===== src/rtl/otq_pkg.sv =====
// Shared constants, codes and types of the ordered timer queue.
`default_nettype none
package otq_pkg;

   localparam int NUM_TIMERS = 16;
   localparam int MAX_OUT    = 16;
   localparam int TIME_BITS  = 48;
   localparam int ID_BITS    = 8;
   localparam int DELAY_BITS = 32;
   localparam int IDX_W      = $clog2(NUM_TIMERS);
   localparam int CNT_W      = $clog2(NUM_TIMERS + 1);
   localparam int OUT_W      = $clog2(MAX_OUT + 1);
   localparam int LIST_W     = $clog2(MAX_OUT);

   typedef enum logic [1:0] {
      OP_ADD    = 2'd0,
      OP_CANCEL = 2'd1,
      OP_TICK   = 2'd2,
      OP_NOP    = 2'd3
   } op_type;

   typedef enum logic [1:0] {
      KIND_ACK       = 2'd0,
      KIND_EXPIRED   = 2'd1,
      KIND_IDLE_TICK = 2'd2
   } kind_type;

   typedef enum logic [1:0] {
      STAT_OK         = 2'd0,
      STAT_FULL       = 2'd1,
      STAT_DUP        = 2'd2,
      STAT_NOT_ACTIVE = 2'd3
   } status_type;

   typedef enum logic [2:0] {
      S_IDLE,
      S_SCAN,
      S_DECIDE,
      S_REARM,
      S_EMIT
   } state_type;

   typedef struct packed {
      logic [1:0]  opcode;
      logic [7:0]  timer_id;
      logic [31:0] delay_us;
      logic        repeat_flag;
      logic [47:0] now_us;
   } req_type;

   typedef struct packed {
      logic [1:0]  kind;
      logic [7:0]  expired_id;
      logic [1:0]  status;
      logic        earliest_changed;
      logic        has_next;
      logic [47:0] next_deadline;
      logic        last;
   } rsp_type;

   typedef struct packed {
      logic [ID_BITS-1:0]    id;
      logic [TIME_BITS-1:0]  deadline;
      logic [DELAY_BITS-1:0] interval;
      logic                  rep;
   } entry_type;

   typedef struct packed {
      logic             place_en;
      logic             drop_en;
      logic [IDX_W-1:0] idx;
      logic [IDX_W-1:0] look_idx;
   } slot_cmd_type;

   typedef struct packed {
      logic             look_valid;
      logic [IDX_W-1:0] look_rank;
      logic             full;
      logic [IDX_W-1:0] free_idx;
   } slot_stat_type;

   function automatic logic [TIME_BITS-1:0] sat_add(input logic [TIME_BITS-1:0] t,
                                                   input logic [DELAY_BITS-1:0] d);
      logic [TIME_BITS:0] sum;
      sum = {1'b0, t} + (TIME_BITS + 1)'(d);
      return sum[TIME_BITS] ? {TIME_BITS{1'b1}} : sum[TIME_BITS-1:0];
   endfunction

endpackage
`default_nettype wire


===== src/rtl/otq_chan_if.sv =====
// Valid/ready channel interfaces for request and response words.
`default_nettype none
interface otq_req_if;
   import otq_pkg::*;
   logic    valid;
   logic    ready;
   req_type data;
   modport source (output valid, output data, input ready);
   modport sink (input valid, input data, output ready);
endinterface

interface otq_rsp_if;
   import otq_pkg::*;
   logic    valid;
   logic    ready;
   rsp_type data;
   modport source (output valid, output data, input ready);
   modport sink (input valid, input data, output ready);
endinterface
`default_nettype wire


===== src/rtl/otq_ram.sv =====
// Timer entry memory: one write port, one registered read port.
`default_nettype none
module otq_ram (
   input  wire logic                  clock,
   input  wire logic                  wr_en,
   input  wire logic [otq_pkg::IDX_W-1:0] wr_idx,
   input  wire otq_pkg::entry_type    wr_data,
   input  wire logic                  rd_en,
   input  wire logic [otq_pkg::IDX_W-1:0] rd_idx,
   output otq_pkg::entry_type         rd_data_ff
);
   import otq_pkg::*;

   entry_type mem [NUM_TIMERS];

   always_ff @(posedge clock) begin
      if (wr_en) begin
         mem[wr_idx] <= wr_data;
      end
      if (rd_en) begin
         rd_data_ff <= mem[rd_idx];
      end
   end

endmodule
`default_nettype wire


===== src/rtl/otq_slots.sv =====
// Slot occupancy, insertion ranks and free-slot search.
`default_nettype none
module otq_slots (
   input  wire logic                 clock,
   input  wire logic                 reset,
   input  wire otq_pkg::slot_cmd_type cmd,
   output otq_pkg::slot_stat_type    stat
);
   import otq_pkg::*;

   logic [NUM_TIMERS-1:0] valid_ff;
   logic [IDX_W-1:0]      rank_ff [NUM_TIMERS];
   logic [CNT_W-1:0]      count_ff;
   logic [IDX_W-1:0]      free_idx;

   always_comb begin
      free_idx = '0;
      for (int k = NUM_TIMERS - 1; k >= 0; k--) begin
         if (!valid_ff[k]) begin
            free_idx = IDX_W'(k);
         end
      end
   end

   always_comb begin
      stat.look_valid = valid_ff[cmd.look_idx];
      stat.look_rank  = rank_ff[cmd.look_idx];
      stat.full       = (count_ff == CNT_W'(NUM_TIMERS));
      stat.free_idx   = free_idx;
   end

   always_ff @(posedge clock) begin
      if (reset) begin
         valid_ff <= '0;
         count_ff <= '0;
      end else if (cmd.place_en) begin
         valid_ff[cmd.idx] <= 1'b1;
         rank_ff[cmd.idx]  <= count_ff[IDX_W-1:0];
         count_ff          <= count_ff + 1'b1;
      end else if (cmd.drop_en) begin
         valid_ff[cmd.idx] <= 1'b0;
         for (int j = 0; j < NUM_TIMERS; j++) begin
            if (valid_ff[j] && rank_ff[j] > rank_ff[cmd.idx]) begin
               rank_ff[j] <= rank_ff[j] - 1'b1;
            end
         end
         count_ff <= count_ff - 1'b1;
      end
   end

endmodule
`default_nettype wire


===== src/rtl/otq_ctrl.sv =====
// Sequencer: table scans, add/cancel/tick decisions, re-arm and response register.
`default_nettype none
module otq_ctrl (
   input  wire logic                  clock,
   input  wire logic                  reset,
   otq_req_if.sink                    req_ch,
   otq_rsp_if.source                  rsp_ch,
   output otq_pkg::slot_cmd_type      slot_cmd,
   input  wire otq_pkg::slot_stat_type slot_stat,
   output logic                       ram_wr_en,
   output logic [otq_pkg::IDX_W-1:0]  ram_wr_idx,
   output otq_pkg::entry_type         ram_wr_data,
   output logic                       ram_rd_en,
   output logic [otq_pkg::IDX_W-1:0]  ram_rd_idx,
   input  wire otq_pkg::entry_type    ram_rd_data
);
   import otq_pkg::*;

   state_type             state_ff, state_in;
   req_type               req_ff, req_in;
   logic [IDX_W-1:0]      scan_addr_ff, scan_addr_in;
   logic                  scan_issue_ff, scan_issue_in;
   logic                  rd_vld_ff, rd_vld_in;
   logic [IDX_W-1:0]      rd_idx_ff, rd_idx_in;
   logic                  final_ff, final_in;
   logic                  best_vld_ff, best_vld_in;
   logic [IDX_W-1:0]      best_idx_ff, best_idx_in;
   logic [IDX_W-1:0]      best_rank_ff, best_rank_in;
   entry_type             best_ff, best_in;
   logic                  found_ff, found_in;
   logic [IDX_W-1:0]      found_idx_ff, found_idx_in;
   logic [OUT_W-1:0]      n_ff, n_in;
   logic [OUT_W-1:0]      pos_ff, pos_in;
   logic [ID_BITS-1:0]    list_id_ff [MAX_OUT];
   logic [DELAY_BITS-1:0] list_iv_ff [MAX_OUT];
   logic [MAX_OUT-1:0]    list_rep_ff;
   logic                  list_wr;
   status_type            status_ff, status_in;
   logic                  ec_ff, ec_in;
   logic                  rsp_vld_ff, rsp_vld_in;
   rsp_type               rsp_data_ff, rsp_data_in;

   logic                  accept;
   logic                  scan_done;
   logic                  better;
   logic                  match;
   logic                  expire;
   logic                  rsp_free;
   logic                  multi;
   logic                  emit_last;
   logic [ID_BITS-1:0]    req_id;
   logic [TIME_BITS-1:0]  add_dl;
   logic [LIST_W-1:0]     pos_sel;

   assign req_ch.ready = (state_ff == S_IDLE);
   assign accept       = req_ch.valid && req_ch.ready;
   assign rsp_ch.valid = rsp_vld_ff;
   assign rsp_ch.data  = rsp_data_ff;
   assign rsp_free     = !rsp_vld_ff || rsp_ch.ready;
   assign req_id       = req_ff.timer_id[ID_BITS-1:0];
   assign add_dl       = sat_add(req_ff.now_us[TIME_BITS-1:0], req_ff.delay_us);
   assign pos_sel      = pos_ff[LIST_W-1:0];
   assign scan_done    = rd_vld_ff && (rd_idx_ff == IDX_W'(NUM_TIMERS - 1));
   assign expire       = best_vld_ff && (best_ff.deadline < req_ff.now_us[TIME_BITS-1:0])
                         && (n_ff < OUT_W'(MAX_OUT));
   assign multi        = (req_ff.opcode == OP_TICK) && (n_ff != '0);
   assign emit_last    = !multi || (pos_ff == n_ff - 1'b1);
   assign ram_rd_en    = scan_issue_ff;
   assign ram_rd_idx   = scan_addr_ff;

   always_comb begin
      better = rd_vld_ff && slot_stat.look_valid &&
               (!best_vld_ff || ram_rd_data.deadline < best_ff.deadline ||
                (ram_rd_data.deadline == best_ff.deadline &&
                 slot_stat.look_rank < best_rank_ff));
      match  = rd_vld_ff && slot_stat.look_valid && (ram_rd_data.id == req_id);
   end

   always_comb begin
      state_in = state_ff;
      case (state_ff)
         S_IDLE: begin
            if (accept) begin
               state_in = S_SCAN;
            end
         end
         S_SCAN: begin
            if (scan_done) begin
               state_in = final_ff ? S_EMIT : S_DECIDE;
            end
         end
         S_DECIDE: begin
            case (req_ff.opcode)
               OP_ADD: state_in = (found_ff || slot_stat.full) ? S_EMIT : S_SCAN;
               OP_CANCEL: state_in = found_ff ? S_SCAN : S_EMIT;
               OP_TICK: begin
                  if (expire) begin
                     state_in = S_SCAN;
                  end else if (n_ff == '0) begin
                     state_in = S_EMIT;
                  end else begin
                     state_in = S_REARM;
                  end
               end
               default: state_in = S_EMIT;
            endcase
         end
         S_REARM: begin
            if (pos_ff == n_ff) begin
               state_in = S_SCAN;
            end
         end
         S_EMIT: begin
            if (rsp_free && emit_last) begin
               state_in = S_IDLE;
            end
         end
         default: state_in = S_IDLE;
      endcase
   end

   always_comb begin
      req_in        = req_ff;
      scan_addr_in  = scan_addr_ff;
      scan_issue_in = scan_issue_ff;
      rd_vld_in     = scan_issue_ff;
      rd_idx_in     = scan_addr_ff;
      final_in      = final_ff;
      best_vld_in   = best_vld_ff;
      best_idx_in   = best_idx_ff;
      best_rank_in  = best_rank_ff;
      best_in       = best_ff;
      found_in      = found_ff;
      found_idx_in  = found_idx_ff;
      n_in          = n_ff;
      pos_in        = pos_ff;
      list_wr       = 1'b0;
      status_in     = status_ff;
      ec_in         = ec_ff;
      rsp_vld_in    = rsp_vld_ff && !rsp_ch.ready;
      rsp_data_in   = rsp_data_ff;
      slot_cmd      = '0;
      slot_cmd.look_idx = rd_idx_ff;
      ram_wr_en     = 1'b0;
      ram_wr_idx    = slot_stat.free_idx;
      ram_wr_data   = '0;

      case (state_ff)
         S_IDLE: begin
            if (accept) begin
               req_in    = req_ch.data;
               n_in      = '0;
               status_in = STAT_OK;
               ec_in     = 1'b0;
               final_in  = 1'b0;
            end
         end
         S_SCAN: begin
            if (scan_issue_ff) begin
               scan_issue_in = (scan_addr_ff != IDX_W'(NUM_TIMERS - 1));
               scan_addr_in  = scan_addr_ff + 1'b1;
            end
            if (better) begin
               best_vld_in  = 1'b1;
               best_idx_in  = rd_idx_ff;
               best_rank_in = slot_stat.look_rank;
               best_in      = ram_rd_data;
            end
            if (match) begin
               found_in     = 1'b1;
               found_idx_in = rd_idx_ff;
            end
            if (scan_done) begin
               pos_in = '0;
            end
         end
         S_DECIDE: begin
            final_in = 1'b1;
            case (req_ff.opcode)
               OP_ADD: begin
                  if (found_ff) begin
                     status_in = STAT_DUP;
                  end else if (slot_stat.full) begin
                     status_in = STAT_FULL;
                  end else begin
                     ram_wr_en         = 1'b1;
                     ram_wr_data.id    = req_id;
                     ram_wr_data.deadline = add_dl;
                     ram_wr_data.interval = req_ff.delay_us;
                     ram_wr_data.rep   = req_ff.repeat_flag;
                     slot_cmd.place_en = 1'b1;
                     slot_cmd.idx      = slot_stat.free_idx;
                     ec_in = !best_vld_ff || (add_dl < best_ff.deadline);
                  end
               end
               OP_CANCEL: begin
                  if (found_ff) begin
                     slot_cmd.drop_en = 1'b1;
                     slot_cmd.idx     = found_idx_ff;
                  end else begin
                     status_in = STAT_NOT_ACTIVE;
                  end
               end
               OP_TICK: begin
                  if (expire) begin
                     list_wr          = 1'b1;
                     slot_cmd.drop_en = 1'b1;
                     slot_cmd.idx     = best_idx_ff;
                     n_in             = n_ff + 1'b1;
                     final_in         = 1'b0;
                  end
               end
               default: begin
               end
            endcase
            pos_in = '0;
         end
         S_REARM: begin
            if (pos_ff != n_ff) begin
               if (list_rep_ff[pos_sel] && !slot_stat.full) begin
                  ram_wr_en            = 1'b1;
                  ram_wr_data.id       = list_id_ff[pos_sel];
                  ram_wr_data.deadline = sat_add(req_ff.now_us[TIME_BITS-1:0],
                                                 list_iv_ff[pos_sel]);
                  ram_wr_data.interval = list_iv_ff[pos_sel];
                  ram_wr_data.rep      = 1'b1;
                  slot_cmd.place_en    = 1'b1;
                  slot_cmd.idx         = slot_stat.free_idx;
               end
               pos_in = pos_ff + 1'b1;
            end else begin
               final_in = 1'b1;
            end
         end
         S_EMIT: begin
            if (rsp_free) begin
               rsp_vld_in                   = 1'b1;
               rsp_data_in                  = '0;
               rsp_data_in.last             = emit_last;
               if (multi) begin
                  rsp_data_in.kind       = KIND_EXPIRED;
                  rsp_data_in.expired_id = 8'(list_id_ff[pos_sel]);
               end else begin
                  rsp_data_in.kind = (req_ff.opcode == OP_TICK) ? KIND_IDLE_TICK : KIND_ACK;
                  rsp_data_in.status           = status_ff;
                  rsp_data_in.earliest_changed = ec_ff;
               end
               if (emit_last && best_vld_ff) begin
                  rsp_data_in.has_next      = 1'b1;
                  rsp_data_in.next_deadline = 48'(best_ff.deadline);
               end
               pos_in = pos_ff + 1'b1;
            end
         end
         default: begin
         end
      endcase

      if (state_ff != S_SCAN && state_in == S_SCAN) begin
         scan_addr_in  = '0;
         scan_issue_in = 1'b1;
         best_vld_in   = 1'b0;
         found_in      = 1'b0;
      end
   end

   always_ff @(posedge clock) begin
      if (reset) begin
         state_ff      <= S_IDLE;
         scan_issue_ff <= 1'b0;
         rd_vld_ff     <= 1'b0;
         rsp_vld_ff    <= 1'b0;
      end else begin
         state_ff      <= state_in;
         scan_issue_ff <= scan_issue_in;
         rd_vld_ff     <= rd_vld_in;
         rsp_vld_ff    <= rsp_vld_in;
      end
   end

   always_ff @(posedge clock) begin
      req_ff       <= req_in;
      scan_addr_ff <= scan_addr_in;
      rd_idx_ff    <= rd_idx_in;
      final_ff     <= final_in;
      best_vld_ff  <= best_vld_in;
      best_idx_ff  <= best_idx_in;
      best_rank_ff <= best_rank_in;
      best_ff      <= best_in;
      found_ff     <= found_in;
      found_idx_ff <= found_idx_in;
      n_ff         <= n_in;
      pos_ff       <= pos_in;
      status_ff    <= status_in;
      ec_ff        <= ec_in;
      rsp_data_ff  <= rsp_data_in;
      if (list_wr) begin
         list_id_ff[n_ff[LIST_W-1:0]]  <= best_ff.id;
         list_iv_ff[n_ff[LIST_W-1:0]]  <= best_ff.interval;
         list_rep_ff[n_ff[LIST_W-1:0]] <= best_ff.rep;
      end
   end

`ifndef SYNTHESIS
   a_no_place_and_drop: assert property (@(posedge clock) disable iff (reset)
      !(slot_cmd.place_en && slot_cmd.drop_en))
      else $error("place and drop in the same cycle");
   a_place_not_full: assert property (@(posedge clock) disable iff (reset)
      slot_cmd.place_en |-> !slot_stat.full)
      else $error("place into a full table");
   a_read_in_scan: assert property (@(posedge clock) disable iff (reset)
      rd_vld_ff |-> state_ff == S_SCAN)
      else $error("read data outside a scan");
   a_expiry_bound: assert property (@(posedge clock) disable iff (reset)
      state_ff != S_IDLE |-> n_ff <= OUT_W'(MAX_OUT))
      else $error("expiry count over limit");
`endif

endmodule
`default_nettype wire


===== src/rtl/ordered_timer_queue.sv =====
// Top level of the ordered timer queue: entry memory, slot table and sequencer.
// Each table scan reads one memory entry a cycle.
// Add, cancel and the unused opcode take one or two table scans before their response word.
// A tick with k > 0 expiries takes k + 2 scans, a re-arm pass and k words out; none: one scan.
// One request is in flight at a time; a new one is taken while the last word waits.
// Synchronous reset clears the slot valid bits and count directly; no clearing pass.
`default_nettype none
module ordered_timer_queue (
   input wire logic  clock,
   input wire logic  reset,
   otq_req_if.sink   req_ch,
   otq_rsp_if.source rsp_ch
);
   import otq_pkg::*;

   slot_cmd_type     slot_cmd;
   slot_stat_type    slot_stat;
   logic             ram_wr_en;
   logic [IDX_W-1:0] ram_wr_idx;
   entry_type        ram_wr_data;
   logic             ram_rd_en;
   logic [IDX_W-1:0] ram_rd_idx;
   entry_type        ram_rd_data;

   otq_ram u_ram (
      .clock      (clock),
      .wr_en      (ram_wr_en),
      .wr_idx     (ram_wr_idx),
      .wr_data    (ram_wr_data),
      .rd_en      (ram_rd_en),
      .rd_idx     (ram_rd_idx),
      .rd_data_ff (ram_rd_data)
   );

   otq_slots u_slots (
      .clock (clock),
      .reset (reset),
      .cmd   (slot_cmd),
      .stat  (slot_stat)
   );

   otq_ctrl u_ctrl (
      .clock       (clock),
      .reset       (reset),
      .req_ch      (req_ch),
      .rsp_ch      (rsp_ch),
      .slot_cmd    (slot_cmd),
      .slot_stat   (slot_stat),
      .ram_wr_en   (ram_wr_en),
      .ram_wr_idx  (ram_wr_idx),
      .ram_wr_data (ram_wr_data),
      .ram_rd_en   (ram_rd_en),
      .ram_rd_idx  (ram_rd_idx),
      .ram_rd_data (ram_rd_data)
   );

endmodule
`default_nettype wire


===== src/flat_wrapper.sv =====
// flat-port wrapper written by rule: the top's interface ports become plain ports
module ordered_timer_queue_flat import otq_pkg::*;
  (clock, reset, req_ch_valid, req_ch_data, req_ch_ready, rsp_ch_valid, rsp_ch_data, rsp_ch_ready);
  otq_req_if req_ch_i ();
  otq_rsp_if rsp_ch_i ();
  input wire logic clock;
  input wire logic reset;
  input wire logic [$bits(req_ch_i.valid)-1:0] req_ch_valid;
  input wire logic [$bits(req_ch_i.data)-1:0] req_ch_data;
  output wire logic [$bits(req_ch_i.ready)-1:0] req_ch_ready;
  output wire logic [$bits(rsp_ch_i.valid)-1:0] rsp_ch_valid;
  output wire logic [$bits(rsp_ch_i.data)-1:0] rsp_ch_data;
  input wire logic [$bits(rsp_ch_i.ready)-1:0] rsp_ch_ready;
  assign req_ch_i.valid = req_ch_valid;
  assign req_ch_i.data = req_ch_data;
  assign req_ch_ready = req_ch_i.ready;
  assign rsp_ch_valid = rsp_ch_i.valid;
  assign rsp_ch_data = rsp_ch_i.data;
  assign rsp_ch_i.ready = rsp_ch_ready;
  ordered_timer_queue u_core (.clock(clock), .reset(reset), .req_ch(req_ch_i), .rsp_ch(rsp_ch_i));
endmodule

===== config.mk =====
export PLATFORM = sky130hd
export DESIGN_NAME = ordered_timer_queue_flat
export DESIGN_NICKNAME = d
export VERILOG_FILES = /design/src/rtl/otq_pkg.sv /design/src/rtl/otq_chan_if.sv /design/src/rtl/otq_ram.sv /design/src/rtl/otq_slots.sv /design/src/rtl/otq_ctrl.sv /design/src/rtl/ordered_timer_queue.sv /design/src/flat_wrapper.sv
export SDC_FILE = /design/constraint.sdc
export NUM_CORES = 2
export LEC_CHECK = 0
export BUFFER_PORTS_ARGS = -buffer_cell sky130_fd_sc_hd__buf_2
export CAP_MARGIN = 10
export CORE_AREA = 2 2 445 447
export CTS_BUF_LIST = sky130_fd_sc_hd__clkbuf_2 sky130_fd_sc_hd__clkbuf_4 sky130_fd_sc_hd__clkbuf_8
export DETAILED_ROUTE_END_ITERATION = 8
export DIE_AREA = 0 0 447 449
export PLACE_DENSITY = 0.71
export SYNTH_ARGS = -nofsm -noshare
export SYNTH_HDL_FRONTEND = slang
export SYNTH_HIERARCHICAL = 1
export SYNTH_SLANG_ARGS = --single-unit

===== constraint.sdc =====
create_clock -name clock -period 11.5 [get_ports clock]
set_clock_uncertainty 0.2 [all_clocks]
set_input_delay 1.15 -clock clock [delete_from_list [all_inputs] [get_ports clock]]
set_output_delay 1.15 -clock clock [all_outputs]
set_load 0.1 [all_outputs]

# --- Word-level counts from Yosys, hierarchy flattened ---
# Memory sizes are Yosys's and may differ from the RTL's. A register that Yosys moved wholly into a read port is not among the register bits.
# Cells that the tools add are included.
op_classes:
  add_sub_neg: 24
  order_cmp: 27
  eq_ne: 29
  n_mux: 188
  n_bitwise: 3
  n_reduce_logical: 63
op_table:
  columns: ["cell", "count"]
  rows:
  - ["$mux 89", 5]
  - ["$pmux 89 s2", 1]
  - ["$lt 48x48->1", 3]
  - ["$mux 1", 112]
  - ["$add 48x32->49", 2]
  - ["$mux 4", 24]
  - ["$mux 48", 2]
  - ["$gt 4x4->1", 16]
  - ["$sub 4x1->4 const B", 16]
  - ["$mux 5", 10]
  - ["$mux 49", 1]
  - ["$eq 48x48->1", 1]
  - ["$logic_and 1x1->1", 32]
  - ["$mux 16", 2]
  - ["$mux 3", 9]
  - ["$lt 4x5->1 const B", 4]
  - ["$pmux 5 s4", 1]
  - ["$and 16x16->16", 1]
  - ["$bwmux 16", 1]
  - ["$ne 2x2->1 const B", 8]
  - ["$not 16->16", 1]
  - ["$or 16x16->16", 1]
  - ["$add 5x1->5 const B", 3]
  - ["$pmux 3 s5", 1]
  - ["other kinds (43)", 77]
word_totals:
  ff_bits: 322
  ram_bits: 2128
  in_bits: 95
  output_inout_bits: 65
  mem_count: 4
memory_table:
  columns: ["memory", "depth", "width", "read_ports", "rd_clocked_by_memory_dff", "wr", "line", "rtl"]
  rows:
  - ["u_core.u_ram.mem", 16, 89, 1, 1, 1, "otq_ram.sv:14", "entry_type mem [NUM_TIMERS];"]
  - ["u_core.u_ctrl.list_iv_ff", 16, 32, 1, 1, 1, "otq_ctrl.sv:35", "logic [DELAY_BITS-1:0] list_iv_ff [MAX_OUT];"]
  - ["u_core.u_ctrl.list_id_ff", 16, 8, 1, 1, 1, "otq_ctrl.sv:34", "logic [ID_BITS-1:0] list_id_ff [MAX_OUT];"]
  - ["u_core.u_slots.rank_ff", 16, 4, 18, 1, 16, "otq_slots.sv:12", "logic [IDX_W-1:0] rank_ff [NUM_TIMERS];"]

# --- Logic depth before layout (Yosys ltp) ---
# An unclocked memory read counts as a cell.
depth:
  ltp_word: 30
  mapped_depth: 22
  depth_no_buf: 21

# --- Hierarchy ---
# Netlist, hierarchy kept.
modules_own_cells:
  columns: ["module", "instances", "cells_per_inst", "area_per_inst_um2", "seq_area_each_um2"]
  rows:
  - ["otq_ram", 1, 2282, 55912.4, 45433.6]
  - ["otq_ctrl", 1, 2787, 43885.8, 28177.0]
  - ["otq_slots", 1, 645, 7350.8, 2342.2]

# --- Worst setup path after synthesis ---
# No wires, ideal clock.
synth_timing:
  path_kind: "register to register"
  startpoint: "register u_core/u_ctrl/best_ff[42] in the netlist's numbering"
  endpoint: "register u_core/u_ctrl/best_ff[0] in the netlist's numbering, enable pin"
  setup_ns: 0.686
  arrival_time_ns: 8.943
  t_required_ns: 10.614
  setup_slack_ns: 1.670
  path_stages_with_launch: 12
  n_path_buf: 0
  synth_period_minus_slack_ns: 9.830
  cell_sequence: "edfxtp_1 > inv_1 > ha_1 > a21o_1 > a21o_1 > a21o_1 > a211oi_1 > o21bai_1 > a21oi_1 > o21ai_0 > or4_1 > o21ai_0"
synth_between:
  elab_chain_len: 5
synth_rtl:
  columns: ["item", "line", "rtl"]
  rows:
  - ["from (decl)", "otq_ctrl.sv:29", "entry_type best_ff, best_in;"]
  - ["from (signal assigned)", "otq_ctrl.sv:289", "best_ff <= best_in;"]
  - ["$lt 48x48->1 or $eq 48x48->1 (tied branches)", "otq_ctrl.sv:73, otq_ctrl.sv:74", null]
  - ["$logic_or 1x1->1 or $logic_and 1x1->1 (tied branches)", "otq_ctrl.sv:73, otq_ctrl.sv:74", null]
  - ["$logic_or 1x1->1 (*)", "otq_ctrl.sv:73", "(!best_vld_ff || ram_rd_data.deadline < best_ff.deadline ||"]
  - ["$logic_and 1x1->1 (*)", "otq_ctrl.sv:72", "better = rd_vld_ff && slot_stat.look_valid &&"]
  - ["$reduce_and 2->1 (no line) (*)", null, null]
# Every way passes the cells marked *; elsewhere a longest branch is shown, timed or not.
# A chain may end at the register's enable or synchronous reset.

==> summary.txt <==
Run status
  • Status: finished, final reports clean

Power
  • Net Sw Frac: 22.0%
  • Peak supply drop: 0.000134 V
  • Comb pwr share: 4.5%
  • Clk network pwr share: 40.2%
  • Leak: 43.4 nW
  • Internal: 14.4 mW
  • Pwr Total: 18.4 mW
  • Pwr dens: 154 nW/um^2
  • Switching power: 4.05 mW
  • Sequential fraction of design power: 55.2%

Die
  • Die Width: 447 um
  • Die Ht: 449 um
  • Full die area: 201,000 sq um
  • IO Pins: 160
  • Initial Util: 54.6%
  • Rows: 163
  • Core area: 196,000 sq um

Yosys
  • Synth warn: 6
  • Post-synthesis cell area: 107,000 sq um
  • Async set-reset flop share out of synthesis: 0%
  • Sequential fraction of the synthesis area: 70.9%
  • Most used DFF post-synth: edfxtp_1
  • Syn_nets: 6,115
  • #FFs+latches synth: 2,543
  • Avg Cell Area, Syn: 18.8 sq um
  • Distinct cells, synth: 97
  • Mapped Cells: 5,714
  • EDFF count, synth: 2,502

STA
  • Relative slew margins: 15.8%
  • Final Hold Vio Count: 0
  • Worst Tran Pin Value: 1260 ps
  • Crit share post-route: 63.5%
  • Final number of max-transition violations: 0
  • Fin Setup TNS: 0 ps
  • Final setup vio count: 0
  • Fmax: 0.137 GHz
  • Min Tclk post-route: 7300 ps
  • RSZ-0062 raised after global routing: false

Global route
  • Initial antenna violation count: 10
  • Largest net degree at the start of global routing: 131
  • Vias in the first global route: 59.4k
  • Gr ovfl total: 0
  • Gr usage total: 29.3%
  • First-pass GRT wire length: 419,000 um

Drt
  • DR pass1 iterations: 6
  • Via density: 6.55
  • Drt initial violations: 7,628
  • Total number of vias: 59.8k
  • Drt drc: 0
  • Final WL: 295,000 um
  • WL per Instance: 32.3 um
  • Routed Antenna Nets: 0

Critical path
  • Critical-path maximum fanout: 62
  • CP Class: reg2reg
  • CP bufs+invs: 1
  • WP data required: 11,930 ps
  • Cells along the critical path: buf_4, mux4_2, mux4_2, ha_1, nand2_1, o21ai_0, nand2_1, and3_1, o21a_1, o21a_1, nor3_2, a21oi_1, o2bb2ai_1
  • CP startpoint kind: flop
  • Critical Path AT: 7730 ps
  • CP peak stage delay: 1030 ps
  • CP max stage cell: dfxtp_4
  • Top delay family on crit path: compound AO/OA/AOI/OAI gates
  • Critical Path End Type: flop

Clock tree
  • CTS Buf Count: 407
  • Clk_lat worst skew: 1090 ps
  • CTS sink cnt: 2,543
  • PostCTS Resize Cnt: 0
  • CTS tree: done
  • Bufs on Longest Clock Path: 4
  • H-tree depth: 5
  • Root Buffer: clkbuf_8
  • CTS clk-pin slew, worst paths: 60 ps

Place
  • Placer Congestion: 0.954
  • Port Buf Inserts: 159
  • Dpl hpwl: 174,000 um

Cells and area
  • Fillers: 13.9k
  • Nets: 6,594
  • Commonest non-fill, non-tap cell in the layout: edfxtp_1
  • Final Util: 60.9%
  • Layout area overhead: 11.6%
  • Share of cells above drive strength 1: 25.3%
  • Commonest cells after routing, fill and taps aside: edfxtp_1, mux4_2, clkbuf_8, ha_1, nand2_1

Min path
  • Hold WC Path Type: in2reg

Flow run
  • Max Cap Violations: 0
==> logic make-up (layout without fill, tap and decap cells) <==
| kind of cell | count (synthesis) | in the layout | synth area share [%] |
|---|---|---|---|
| flip-flops | 2543 | 2543 | 70.9 |
| adder cells (fa/ha/maj) | 306 | 306 | 3.59 |
| buffers and inverters | 443 | 1219 | 1.84 |
| AO/OA/AOI/OAI | 811 | 811 | 5.42 |
| multiplexers | 670 | 670 | 13.3 |
| AND/OR/NAND/NOR | 824 | 824 | 3.99 |
| other | 0 | 3 | 0 |
| XOR/XNOR | 117 | 117 | 0.956 |
==> timing repair <==
| item | CTS | global route |
|---|---|---|
| setup buffers | 0 | 0 |
| hold buffers | 61 | 0 |
| hold endpoints to repair | 61 | 0 |
==> per-layer routing <==
metal	up-vias	GRT usage, %	wire length, um
met5	-	0	51
met3	747	5.14	28500
met4	6	14.5	16300
met1	30900	38.7	107000
met2	3630	47.5	144000
li1	24500	-	-
==> power by group through the flow <==
stage          logic, mW  clock network, mW  registers, mW
5_1_grt            0.895               7.90           10.2
6_report           0.838               7.42           10.2
2_1_floorplan      0.589                  0           10.3
3_3_place_gp       0.810                  0           10.4
3_5_place_dp       0.814                  0           10.4
4_1_cts            0.835               7.52           10.2
==> sequential cells by signal (all words and copies together), names as in the netlist, 5 cells and up, named ones only <==
register	cells
u_core/u_ctrl/best_ff	89
u_core/u_ctrl/list_id_ff	128
u_core/u_ctrl/list_iv_ff	512
u_core/u_ctrl/list_rep_ff	16
u_core/u_ctrl/n_ff	5
u_core/u_ctrl/pos_ff	5
u_core/u_ctrl/req_ff	83
u_core/u_ctrl/req_id	8
u_core/u_ctrl/rsp_ch.data	63
u_core/u_ram/mem	1424
u_core/u_ram/rd_data_ff	89
u_core/u_slots/count_ff	5
u_core/u_slots/rank_ff	64
==> Yosys cell counts, types with 10 or more instances <==
master	n	share of area, %
and3_1	69	0.40
a21o_1	57	0.40
mux4_2	597	13
o21ai_1	18	0.084
buf_4	26	0.18
nor4_1	25	0.15
nand2b_1	20	0.12
nand4_1	66	0.39
a22oi_1	194	1.4
a31oi_1	20	0.12
a211oi_1	10	0.070
o21ai_0	88	0.41
buf_6	19	0.20
and2_1	18	0.11
buf_2	40	0.19
a21oi_4	10	0.15
nand3_4	10	0.16
nor3_1	53	0.25
o21a_1	13	0.091
nor2_1	117	0.41
nand2_1	267	0.94
xor2_1	63	0.51
ha_1	303	3.5
buf_1	40	0.14
a22o_1	68	0.56
mux2i_1	34	0.32
or2_2	10	0.058
nand3_1	61	0.28
clkbuf_1	138	0.48
xnor2_1	54	0.44
dfxtp_1	41	0.77
o211ai_1	31	0.22
o31ai_1	15	0.11
edfxtp_1	2502	70
a21oi_1	164	0.77
o21bai_1	27	0.19
mux2_2	27	0.28
nor2b_1	50	0.29
mux2_4	11	0.15
inv_1	172	0.60
==> layout make-up <==
type,count,area [sq um],share of cell area (%)
Inverter,179,672,0.562
Sequential cell,2543,76000,63.6
Clock inverter,172,1050,0.880
Clock buffer,534,6620,5.54
Timing Repair Buffer,334,2330,1.95
Antenna cell,3,7.51,0.00628
Multi-Input combinational cell,2728,29600,24.7
Tap cell,2640,3300,2.76
==> path summary, 6_finish.rpt <==
check | from | end | slack (ps) | cells after the start
worst max-delay path | flop | u_core/u_ram/mem[10][66] | 4200 | 13
worst min register to register | u_core/u_ram/rd_data_ff[2] | u_core/u_ctrl/best_ff[2] | 210 | 0
worst min-delay path | req_ch_data[56] | u_core/u_ctrl/req_ff[56] | 100 | 1
worst max register to register | flop | u_core/u_ram/mem[10][66] | 4200 | 13
==> stage by stage <==
step | cell area (sq um) | cells | setup WS (ps) | hold slack [ps]
3_3_place_gp | 111000 | 8360 | 4550 | 202
2_1_floorplan | 107000 | 5714 | 1670 | 176
5_1_grt | 120000 | 9132 | 3900 | 39.7
3_5_place_dp | 111000 | 8360 | 4380 | 205
4_1_cts | 119000 | 9127 | 4350 | 0.696
6_report | 120000 | 9133 | 4200 | 104
No activity file was read; power rests on OpenSTA's default activity.
